--- src/rtl/sstla_pkg.sv ---
// ----------------------------------------------------------------------------
// sstla_pkg: shared types and constants of the scoped symbol table
// Store sizes, opcode and status codes, and the packed words of both channels.
// ----------------------------------------------------------------------------
package sstla_pkg;

  localparam int MaxNames  = 256;
  localparam int NameAw    = $clog2(MaxNames);
  localparam int CntW      = NameAw + 1;
  localparam int MaxLevels = 32;
  localparam int LevelAw   = $clog2(MaxLevels);
  localparam int ScopeW    = LevelAw + 1;
  localparam int SymBits   = 16;
  localparam int OpW       = 3;
  localparam int StatW     = 3;

  // Opcodes
  localparam logic [OpW-1:0] OpDefine     = 3'd0;
  localparam logic [OpW-1:0] OpDefineRaw  = 3'd1;
  localparam logic [OpW-1:0] OpEnter      = 3'd2;
  localparam logic [OpW-1:0] OpExit       = 3'd3;
  localparam logic [OpW-1:0] OpLookup     = 3'd4;
  localparam logic [OpW-1:0] OpCheckpoint = 3'd5;
  localparam logic [OpW-1:0] OpRollback   = 3'd6;

  // Status codes
  localparam logic [StatW-1:0] StOk        = 3'd0;
  localparam logic [StatW-1:0] StGlobals   = 3'd1;
  localparam logic [StatW-1:0] StFull      = 3'd2;
  localparam logic [StatW-1:0] StUnderflow = 3'd3;
  localparam logic [StatW-1:0] StDepth     = 3'd4;

  localparam logic [CntW-1:0] CapReset = CntW'(MaxNames);

  typedef struct packed {
    logic [OpW-1:0]     opcode;
    logic [SymBits-1:0] symbol_id;
  } in_word_t;

  typedef struct packed {
    logic [CntW-1:0]   offset;
    logic [ScopeW-1:0] scope;
    logic              found;
    logic [CntW-1:0]   cur_size;
    logic [StatW-1:0]  status;
  } out_word_t;

endpackage

--- src/rtl/scoped_symbol_table_lexical_address.sv ---
// ----------------------------------------------------------------------------
// scoped_symbol_table_lexical_address: scoped name table with lexical addresses
// Symbol ids of all frames share one name store; a level base RAM records
// where each nested frame begins. Commands define, enter, exit, look up,
// checkpoint and roll back; each gives exactly one result word.
// ----------------------------------------------------------------------------
// Define, enter, checkpoint, rollback and unknown opcodes answer straight from
// the idle state; exit, unless it underflows, also passes through SExit, as
// the base of the enclosing level comes from the level base RAM. A lookup
// examines names newest first and crosses enclosing levels: the name store's
// single read port delivers one entry per cycle within a level, and each level
// change reads the level base RAM in SScan and takes the base in, in SBase.
// busy_o is high while a command is in progress; each result shows on
// result_o for one cycle with valid_o and cannot be held off, and the next
// command may be started in that same cycle. Reset leaves an empty table at
// level 0 with global capacity 256; the global capacity is written through
// cfg_we_i.
module scoped_symbol_table_lexical_address
  import sstla_pkg::*;
(
  input  logic            clk_i,
  input  logic            rst_ni,
  input  logic            start_i,
  output logic            busy_o,
  input  in_word_t        word_i,
  input  logic            cfg_we_i,
  input  logic [CntW-1:0] cfg_data_i,
  output logic            valid_o,
  output out_word_t       result_o
);

  localparam logic [1:0] SIdle = 2'd0;
  localparam logic [1:0] SScan = 2'd1;
  localparam logic [1:0] SBase = 2'd2;
  localparam logic [1:0] SExit = 2'd3;

  logic [1:0]         state_q, state_d;
  logic [CntW-1:0]    top_q, top_d;
  logic [LevelAw-1:0] level_q, level_d;
  logic [CntW-1:0]    base_q, base_d;
  logic [CntW-1:0]    saved_q, saved_d;
  logic [CntW-1:0]    cap_q;
  logic               res_valid_q, res_valid_d;
  logic               pend_q, pend_d;

  // Scan payload
  logic [CntW-1:0]    idx_q, idx_d;
  logic [LevelAw-1:0] lvl_q, lvl_d;
  logic [CntW-1:0]    scan_base_q, scan_base_d;
  logic [CntW-1:0]    pend_off_q, pend_off_d;
  logic [ScopeW-1:0]  pend_scope_q, pend_scope_d;
  logic [SymBits-1:0] sym_q, sym_d;
  logic [CntW-1:0]    exit_off_q, exit_off_d;
  out_word_t          res_q, res_d;

  // Memory ports
  logic               name_we;
  logic [NameAw-1:0]  name_waddr;
  logic [NameAw-1:0]  name_raddr;
  logic [SymBits-1:0] name_rdata;
  logic               lb_we;
  logic [LevelAw-1:0] lb_waddr;
  logic [LevelAw-1:0] lb_raddr;
  logic [CntW-1:0]    lb_rdata;

  logic               accept;
  logic [CntW-1:0]    frame;
  logic [CntW-1:0]    idx_m1;
  logic [CntW-1:0]    new_base;
  logic               hit;

  assign accept   = start_i && !busy_o;
  assign busy_o   = (state_q != SIdle);
  assign frame    = (top_q >= base_q) ? (top_q - base_q) : '0;
  assign idx_m1   = idx_q - CntW'(1);
  assign hit      = pend_q && (name_rdata == sym_q);
  assign new_base = (level_q == '0) ? '0 : lb_rdata;

  sstla_ram #(
    .Width (SymBits),
    .Depth (MaxNames)
  ) u_name_store (
    .clk_i   (clk_i),
    .we_i    (name_we),
    .waddr_i (name_waddr),
    .wdata_i (word_i.symbol_id),
    .raddr_i (name_raddr),
    .rdata_o (name_rdata)
  );

  sstla_ram #(
    .Width (CntW),
    .Depth (MaxLevels)
  ) u_level_base (
    .clk_i   (clk_i),
    .we_i    (lb_we),
    .waddr_i (lb_waddr),
    .wdata_i (top_q),
    .raddr_i (lb_raddr),
    .rdata_o (lb_rdata)
  );

  // Decode commands and advance the scan
  always_comb begin
    state_d      = state_q;
    top_d        = top_q;
    level_d      = level_q;
    base_d       = base_q;
    saved_d      = saved_q;
    res_valid_d  = 1'b0;
    pend_d       = pend_q;
    idx_d        = idx_q;
    lvl_d        = lvl_q;
    scan_base_d  = scan_base_q;
    pend_off_d   = pend_off_q;
    pend_scope_d = pend_scope_q;
    sym_d        = sym_q;
    exit_off_d   = exit_off_q;
    res_d        = res_q;
    name_we      = 1'b0;
    name_waddr   = top_q[NameAw-1:0];
    name_raddr   = idx_m1[NameAw-1:0];
    lb_we        = 1'b0;
    lb_waddr     = level_q + LevelAw'(1);
    lb_raddr     = level_q - LevelAw'(1);

    unique case (state_q)
      SIdle: begin
        if (accept) begin
          res_d        = '0;
          res_d.cur_size = frame;
          res_valid_d  = 1'b1;
          unique case (word_i.opcode) inside
            OpDefine, OpDefineRaw: begin
              if (word_i.opcode == OpDefine && level_q == '0 && frame >= cap_q) begin
                res_d.status = StGlobals;
              end else if (top_q[CntW-1]) begin
                res_d.status = StFull;
              end else begin
                name_we          = 1'b1;
                top_d            = top_q + CntW'(1);
                res_d.offset     = frame + CntW'(1);
                res_d.cur_size   = frame + CntW'(1);
              end
            end
            OpEnter: begin
              if (level_q == LevelAw'(MaxLevels - 1)) begin
                res_d.status = StDepth;
              end else begin
                lb_we            = 1'b1;
                level_d          = level_q + LevelAw'(1);
                base_d           = top_q;
                res_d.cur_size   = '0;
              end
            end
            OpExit: begin
              if (level_q == '0) begin
                res_d.status = StUnderflow;
              end else begin
                // Fetch the enclosing base; the result is built in SExit and registered
                exit_off_d  = frame;
                top_d       = base_q;
                level_d     = level_q - LevelAw'(1);
                res_valid_d = 1'b0;
                state_d     = SExit;
              end
            end
            OpLookup: begin
              idx_d       = top_q;
              lvl_d       = level_q;
              scan_base_d = base_q;
              sym_d       = word_i.symbol_id;
              pend_d      = 1'b0;
              res_valid_d = 1'b0;
              state_d     = SScan;
            end
            OpCheckpoint: begin
              saved_d = frame;
            end
            OpRollback: begin
              top_d            = (saved_q > CntW'(MaxNames)) ? CntW'(MaxNames) : saved_q;
              level_d          = '0;
              base_d           = '0;
              res_d.cur_size   = top_d;
            end
            default: begin
            end
          endcase
        end
      end
      SExit: begin
        base_d           = new_base;
        res_d            = '0;
        res_d.offset     = exit_off_q;
        res_d.cur_size   = top_q - new_base;
        res_valid_d      = 1'b1;
        state_d          = SIdle;
      end
      SScan: begin
        res_d = '0;
        res_d.cur_size = frame;
        if (hit) begin
          res_d.found  = 1'b1;
          res_d.offset = pend_off_q;
          res_d.scope  = pend_scope_q;
          res_valid_d  = 1'b1;
          pend_d       = 1'b0;
          state_d      = SIdle;
        end else if (idx_q > scan_base_q) begin
          // Issue the next older entry; compare it next cycle
          pend_d       = 1'b1;
          pend_off_d   = idx_q - scan_base_q;
          pend_scope_d = (lvl_q == level_q) ? '0 : (ScopeW'(lvl_q) + ScopeW'(1));
          idx_d        = idx_m1;
        end else if (lvl_q == '0) begin
          res_valid_d = 1'b1;
          pend_d      = 1'b0;
          state_d     = SIdle;
        end else begin
          // Drop to the enclosing level and fetch its base
          lb_raddr = lvl_q - LevelAw'(1);
          lvl_d    = lvl_q - LevelAw'(1);
          pend_d   = 1'b0;
          state_d  = SBase;
        end
      end
      SBase: begin
        scan_base_d = (lvl_q == '0) ? '0 : lb_rdata;
        state_d     = SScan;
      end
      default: begin
        state_d = SIdle;
      end
    endcase
  end

  // Control state
  always_ff @(posedge clk_i or negedge rst_ni) begin
    if (!rst_ni) begin
      state_q     <= SIdle;
      top_q       <= '0;
      level_q     <= '0;
      base_q      <= '0;
      saved_q     <= '0;
      cap_q       <= CapReset;
      res_valid_q <= 1'b0;
      pend_q      <= 1'b0;
    end else begin
      state_q     <= state_d;
      top_q       <= top_d;
      level_q     <= level_d;
      base_q      <= base_d;
      saved_q     <= saved_d;
      res_valid_q <= res_valid_d;
      pend_q      <= pend_d;
      if (cfg_we_i) begin
        cap_q <= cfg_data_i;
      end
    end
  end

  // Payload registers
  always_ff @(posedge clk_i) begin
    idx_q        <= idx_d;
    lvl_q        <= lvl_d;
    scan_base_q  <= scan_base_d;
    pend_off_q   <= pend_off_d;
    pend_scope_q <= pend_scope_d;
    sym_q        <= sym_d;
    exit_off_q   <= exit_off_d;
    res_q        <= res_d;
  end

  assign valid_o  = res_valid_q;
  assign result_o = res_q;

endmodule

--- src/rtl/sstla_ram.sv ---
// ----------------------------------------------------------------------------
// sstla_ram: generic single-write, single-read synchronous RAM
// One write port and one read port; read data is registered.
// ----------------------------------------------------------------------------
module sstla_ram #(
  parameter int Width = 16,
  parameter int Depth = 256,
  parameter int Aw    = $clog2(Depth)
) (
  input  logic             clk_i,
  input  logic             we_i,
  input  logic [Aw-1:0]    waddr_i,
  input  logic [Width-1:0] wdata_i,
  input  logic [Aw-1:0]    raddr_i,
  output logic [Width-1:0] rdata_o
);

  logic [Width-1:0] mem_q [Depth];
  logic [Width-1:0] rdata_q;

  // Write and read in the same clocked block
  always_ff @(posedge clk_i) begin
    if (we_i) begin
      mem_q[waddr_i] <= wdata_i;
    end
    rdata_q <= mem_q[raddr_i];
  end

  assign rdata_o = rdata_q;

endmodule

--- config.mk ---
export PLATFORM = sky130hd
export DESIGN_NAME = scoped_symbol_table_lexical_address
export DESIGN_NICKNAME = d
export VERILOG_FILES = /design/src/rtl/sstla_pkg.sv /design/src/rtl/scoped_symbol_table_lexical_address.sv /design/src/rtl/sstla_ram.sv
export SDC_FILE = /design/constraint.sdc
export NUM_CORES = 2
export LEC_CHECK = 0
export BUFFER_PORTS_ARGS = -buffer_cell sky130_fd_sc_hd__buf_2
export CORE_MARGIN = 2
export CORE_UTILIZATION = 45
export CTS_CLUSTER_SIZE = 14
export DETAILED_ROUTE_END_ITERATION = 10
export SLEW_MARGIN = 20
export SYNTH_ARGS = -nofsm -noshare
export SYNTH_HDL_FRONTEND = slang
export SYNTH_MEMORY_MAX_BITS = 65536
export SYNTH_SLANG_ARGS = --single-unit
--- constraint.sdc ---
create_clock -name clk_i -period 11.9 [get_ports clk_i]
set_input_delay 1.19 -clock clk_i [delete_from_list [all_inputs] [get_ports clk_i]]
set_output_delay 1.19 -clock clk_i [all_outputs]
set_load 0.005 [all_outputs]
# --- Word level (Yosys, flattened, before mapping) ---
# Memories as Yosys holds them, arrays and structs flattened. A register that Yosys moved wholly into a read port is not among the register bits.
# Index checks and enable logic that the tools add are counted.
# Widths: inputs -> output; s select.
classes:
  reduce_logical: 31
  addsub: 10
  n_eq_ne: 27
  muxes: 80
  magnitude_cmp: 4
  bitwise_logic: 2
op_table:
  columns: ["operator", "count"]
  rows:
  - ["$mux 9", 21]
  - ["$pmux 28 s3", 1]
  - ["$pmux 9 s2", 4]
  - ["$mux 5", 11]
  - ["$pmux 9 s3", 2]
  - ["$mux 28", 1]
  - ["$sub 9x9->9", 3]
  - ["$mux 1", 22]
  - ["$ne 2x2->1 const B", 10]
  - ["$add 9x1->9 const B", 2]
  - ["$ge 9x9->1", 2]
  - ["$eq 16x16->1", 1]
  - ["$mux 16", 1]
  - ["$mux 2", 8]
  - ["$ne 3x3->1 const B", 5]
  - ["$pmux 5 s3", 1]
  - ["$reduce_and 3->1", 5]
  - ["$reduce_and 5->1", 3]
  - ["$reduce_and 4->1", 3]
  - ["$reduce_and 6->1", 2]
  - ["$logic_not 5->1", 2]
  - ["$pmux 5 s2", 1]
  - ["$sub 5x1->5 const B", 2]
  - ["$eq 3x3->1 const B", 3]
  - ["26 further kinds", 38]
totals:
  elab_cells: 177
  reg_bits: 136
  inputBits: 32
  ram_bits: 4384
  n_memories: 2
mem_list:
  columns: ["memory", "words", "width", "rd", "rd_ports_with_merged_regs", "write_ports", "line", "text"]
  rows:
  - ["u_name_store.mem_q", 256, 16, 1, 1, 1, "sstla_ram.sv:18", "logic [Width-1:0] mem_q [Depth];"]
  - ["u_level_base.mem_q", 32, 9, 1, 1, 1, "sstla_ram.sv:18", null]

# --- Longest topological paths before layout ---
logic_depth:
  word_depth: 10
  ltp_mapped: 23

# --- Hierarchy ---
# Synthesis repeated with hierarchy kept, for this count alone.
hier_totals:
  hier_cells: 8717
  hier_area_um2: 178513.7
by_module_without_submodules:
  columns: ["mod", "seq_area_each_um2", "area_each_um2", "cells_per_inst", "instances"]
  rows:
  - ["sstla_ram at u_name_store", 123318.3, 158714.7, 7360, 1]
  - ["sstla_ram at u_level_base", 8828.5, 11282.1, 463, 1]
  - ["scoped_symbol_table_lexical_address", 3860.0, 8516.9, 894, 1]

# --- Least setup slack after synthesis ---
# No wires, ideal clock.
synth_path:
  path_kind: "reg-to-reg"
  start: "register top_q[0]"
  end: "memory u_name_store.mem_q[63][0], enable pin"
  required_time_ps: 11470
  path_buffers: 1
  arrival_ps: 6299
  path_slack_ps: 5171
  path_stages_with_launch: 23
  period_less_slack_ps: 6729
  path_cell_list: "dfrtp_1 -> inv_1 -> ha_1 -> nor2b_1 -> o21ai_0 -> a21oi_1 -> o21ai_0 -> a2111o_1 -> and2_1 -> clkbuf_1 -> nor2_1 -> inv_1 -> ha_1 -> nand2b_1 -> a21o_1 -> a21o_1 -> a21o_1 -> a21oi_1 -> o21ai_0 -> a2111o_1 -> nor2_1 -> nand2_1 -> nor4_1"
synth_via:
  elab_chain_cells: 10
  elab_cells_between_ends: 11
  classes_between: "add/sub: 1; order compare: 2; mux: 7; reduce/logical: 1"
synth_rtl:
  columns: ["element", "line", "text"]
  rows:
  - ["start: declaration", "scoped_symbol_table_lexical_address.sv:38", "logic [CntW-1:0] top_q, top_d;"]
  - ["start signal: assignment", "scoped_symbol_table_lexical_address.sv:250", "top_q <= top_d;"]
  - ["$sub 9x9->9 or $ge 9x9->1 (tied branches)", "scoped_symbol_table_lexical_address.sv:74", "assign frame = (top_q >= base_q) ? (top_q - base_q) : '0;"]
  - ["$mux 9 *", "scoped_symbol_table_lexical_address.sv:74", null]
  - ["net frame[0]", "scoped_symbol_table_lexical_address.sv:67", "logic [CntW-1:0] frame;"]
  - ["$ge 9x9->1 *", "scoped_symbol_table_lexical_address.sv:135", "if (word_i.opcode == OpDefine && level_q == '0 && frame >= cap_q) begin"]
  - ["$logic_and 1x1->1 *", "scoped_symbol_table_lexical_address.sv:135", null]
  - ["$mux 1 *", "scoped_symbol_table_lexical_address.sv:135", null]
  - ["$mux 1 *", "scoped_symbol_table_lexical_address.sv:133", "unique case (word_i.opcode) inside"]
  - ["$mux 1 *", "scoped_symbol_table_lexical_address.sv:129", "if (accept) begin"]
  - ["$mux 1 *", "scoped_symbol_table_lexical_address.sv:127", "unique case (state_q)"]
  - ["$mux 1 *", "sstla_ram.sv:23", "if (we_i) begin"]
  - ["$mux 1 (implied by the code) *", "sstla_ram.sv:24", "mem_q[waddr_i] <= wdata_i;"]
  - ["end: declaration", "sstla_ram.sv:18", null]
# The timed path passes the listed nets; every way through them passes the cells marked *.

# --- Worst setup path after layout ---
layout_path:
  start: "register top_q[2]"
  end: "memory u_name_store.mem_q[207][9], enable pin"
layout_via:
  elab_chain_cells: 10
  elab_cells_between_ends: 11
  classes_between: "add/sub: 1; order compare: 2; mux: 7; reduce/logical: 1"
layout_rtl:
  columns: ["element", "line"]
  rows:
  - ["$ge 9x9->1", "scoped_symbol_table_lexical_address.sv:74"]
  - ["$mux 9", "scoped_symbol_table_lexical_address.sv:74"]
  - ["net frame[0]", "scoped_symbol_table_lexical_address.sv:67"]
  - ["$ge 9x9->1", "scoped_symbol_table_lexical_address.sv:135"]
  - ["$logic_and 1x1->1", "scoped_symbol_table_lexical_address.sv:135"]
  - ["$mux 1", "scoped_symbol_table_lexical_address.sv:135"]
  - ["$mux 1", "scoped_symbol_table_lexical_address.sv:133"]
  - ["$mux 1", "scoped_symbol_table_lexical_address.sv:129"]
  - ["$mux 1", "scoped_symbol_table_lexical_address.sv:127"]
  - ["$mux 1", "sstla_ram.sv:23"]
  - ["$mux 1 (implied by the code)", "sstla_ram.sv:24"]
# The timed path passes the listed nets, and every way through them passes these cells.

==> results.md <==
* Clk sinks at 4545
* Skew-Pair Late Insertion Delay at a little over 1 ns
* WL per Instance at approximately 34 um
* Initial antenna violation count at 37
* Outcome: finished, final reports clean
* Dpl hpwl at 283.3 mm
* Worst VDD drop at between 0.3 and 0.4 mV
* Setup TNS Final at 0 ns
* Yosys reg bits at between 4000 and 5000
* Setup Viol. Count Final at 0
* Crit path DAT at approximately 9 ns
* I/O Buffers at roughly 60
* Design Area, Final at approximately 200000 sq um
* Cell accounting for the most synthesized area: edfxtp_1
* Post-Route WL at between 400 and 500 mm
* GRT Overall Usage at roughly a quarter
* Cells along the critical path: ha_1, o21ai_0, a21oi_1, o21ai_0, a2111o_1, and2_1, nor2_1, inv_1, ha_1, nand2b_1, a21o_1, a21o_1, a21o_1, a21oi_1, o21ai_0, a2111o_1, nor4_2, buf_4, nand3_1, nor2_1, buf_4
* Post-synth EDFFs at around 4500
* Min Tclk post-route at between 8 and 9 ns
* Drt drc at 0
* Leak pwr at between 60 and 70 nW
* Max-cap check violation count at 0
* Ys flop type: edfxtp_1
* WS Path Type: flip-flop to flip-flop
* Slew Viols, Final at 0
* GPL Wtd Cong at around 0.90
* Delay-heaviest family, CP: simple AND/OR/NAND/NOR gates
* Smallest setup slack after layout at approximately 3.6 ns
* Post-synthesis sequential area ratio at 77.12%
* Root Buffer: clkbuf_16
* Crit-path max cell delay at around 1.0 ns
* Slowest CP cell: nor2_1
* Post-synth top area share at between 70% and 80%
* Die Width at about 630 um
* Number of global-route vias before repair at roughly 83000
* Worst Setup End Kind: flip-flop
* Fill cells at roughly 30000
* Pwr dens at roughly 220 nW/um^2
* Die Ht at ~630 um
* CTS Hold Bufs at 0
* Startpoint Class: flip-flop
* Worst-path clk slew at around 0.06 ns
* Drt via density at ~6
* First-pass GRT wire length at approximately 660 mm
* Final core occ at about half
* CP required at ~13 ns
* Final Skew at approximately 0.11 ns
* Fin cells at around 14000
* Fmax achieved at between 0.1 and 0.15 GHz
* Cells after Synth at between 7000 and 8000
* Avg Cell Area, Syn at about 23 sq um
* CP Max Fanout at 47
* Hold Path Class: input port to asynchronous set/reset pin
* Slew @ Worst Pin at about 1.3 ns
* Fin nets at 8333
* RSZ-0062 raised after global routing: false
* Final ANT Viol Nets at 0
* DP Cell Count at 12990
* Placed Area at around 180000 sq um
* GRT overflow at 0
* Fin. Hold Viols at 0
* CTS tree: done
* Postcts setup bufs at 0
* Bufs on Longest Clock Path at 4
* WHS at ~0.32 ns
* Synthesized area at 176400 sq um
* CORE AREA at 389700 sq um
* Area contributors post-synth: edfxtp_1 (76%), mux4_2 (17%), nor2_1 (0.88%), dfrtp_1 (0.62%), clkbuf_1 (0.57%)
* Fin crit share at between 60% and 70%
* Num rows at ~230
* Starting Density at a little under half
* Die ar. at 396900 sq um
* Total number of vias at between 80000 and 90000
* Post-synthesis async set-or-reset flop share at 0.9901%
* Syn Nets at 7859
* Router iterations before antenna repair at 7
* H-tree depth at 5
* Synth cell types at roughly 70
* Setup WS pre-CTS at 3.658 ns
* Detailed Route Iter0 Violations at ~12000
* Buf/Inv on CP at 3
* Largest net degree at the start of global routing at 162
* Final Power at around 44 mW
* Syn. warnings at 0
* Num CTS Buffers at ~450
* Share of layout cells above drive strength 1 at around 29%
* I/O pin cnt at 62
* Slew Limit Headroom at 14.97%
* Resized cells post-CTS at 0
* Syn-to-layout area delta at 12.99%
==> cell usage in the layout, fill, tap and decap left out, drive strengths merged, types with 5 or more instances in the layout <==
master    instances
mux2             22
clkinvlp         16
nor2b            15
dfrtp            44
nand3            59
edfxtp         4475
nand2b           14
mux4           1360
clkbuf          546
bufinv           40
or3               6
o2111ai           9
a22oi            39
nand4             6
a31oi            13
a2bb2oi           9
nor2            413
o21ai            73
xor2             33
and3              5
ha               52
nand2           268
buf             440
and2             19
o21bai            6
a21o             18
a211oi            6
mux2i            35
clkinv          202
a21oi            97
o22ai            21
xnor2            33
diode            21
o31ai             5
nor4             21
inv              71
nor3             27
a221oi            8
a32oi            18
dfxtp            25
==> final timing paths <==
check | slack [ns] | startpoint | depth (start not counted) | to
max | 3.65 | top_q[2]$_DFFE_PN0P_ | 21 | u_name_store.mem_q[207][9]$_DFFE_PP_
min | 0.32 | rst_ni | 2 | level_q[3]$_DFFE_PN0P_
max reg2reg | 3.65 | top_q[2]$_DFFE_PN0P_ | 21 | u_name_store.mem_q[207][9]$_DFFE_PP_
min reg2reg | 0.51 | pend_q$_DFFE_PN0P_ | 1 | pend_q$_DFFE_PN0P_
max in group asynchronous | 11.07 | rst_ni | 2 | top_q[7]$_DFFE_PN0P_
min in group clk_i | 0.42 | cfg_data_i[7] | 3 | cap_q[7]$_DFFE_PN0P_
==> cells in the mapped netlist, drive strengths merged (4+ instances only) <==
master   number
a211oi        6
a21o         18
a21oi        97
a221oi        8
a22oi        39
a2bb2oi       9
a31oi        13
a32oi        18
and2         19
and3          5
buf         146
clkbuf      269
dfrtp        44
dfxtp        25
edfxtp     4475
ha           52
inv          56
mux2         22
mux2i        35
mux4       1360
nand2       268
nand2b       14
nand3        59
nand3b        4
nand4         6
nor2        413
nor2b        15
nor3         27
nor3b         4
nor4         21
nor4b         4
o2111ai       9
o21ai        73
o21bai        6
o22ai        21
o31ai         5
or3           6
xnor2        33
xor2         33
==> kinds of logic after synthesis <==
family | after synthesis | synth area share, %
adders and majority gates | 55 | 0.4030
DFF | 4545 | 77.12
and+or+nand+nor | 874 | 2.099
buffers and inverters | 472 | 1.090
muxes | 1417 | 17.71
xor gates and xnor gates | 66 | 0.3278
AOI/OAI and AO/OA | 343 | 1.244
==> metal layers <==
metal	part of all wire [%]	GRT usage (%)
met4	2.7	6.317
met2	49	37.80
met3	8.0	3.116
met1	40	33.89
met5	0.016	0
==> flip-flops by register name, summed over array words and instances, names as in the netlist, 16 cells and up <==
name	count
sym_q	16
u_name_store.rdata_o	16
result_o	28
u_level_base.mem_q	288
u_name_store.mem_q	4096
==> power by group <==
part	switching (mW)	internal (mW)	leakage, nW
Sequential	0.216	18.0	41.1
Combinational	7.26	4.60	14.3
Clock	5.97	7.82	6.91
==> cell type report <==
type | count | area (sq um) | share of cell area (%)
diodes | 21 | 52.55 | 0.02637
clock buffers | 546 | 11650 | 5.847
clock inverters | 272 | 2547 | 1.278
inverters | 57 | 214.0 | 0.1074
multi-input cells | 2755 | 38670 | 19.41
flip-flops and latches | 4545 | 136000 | 68.26
well taps | 5197 | 6502 | 3.263
repair buffers | 440 | 3608 | 1.811
No activity file was read; power rests on OpenSTA's default activity.
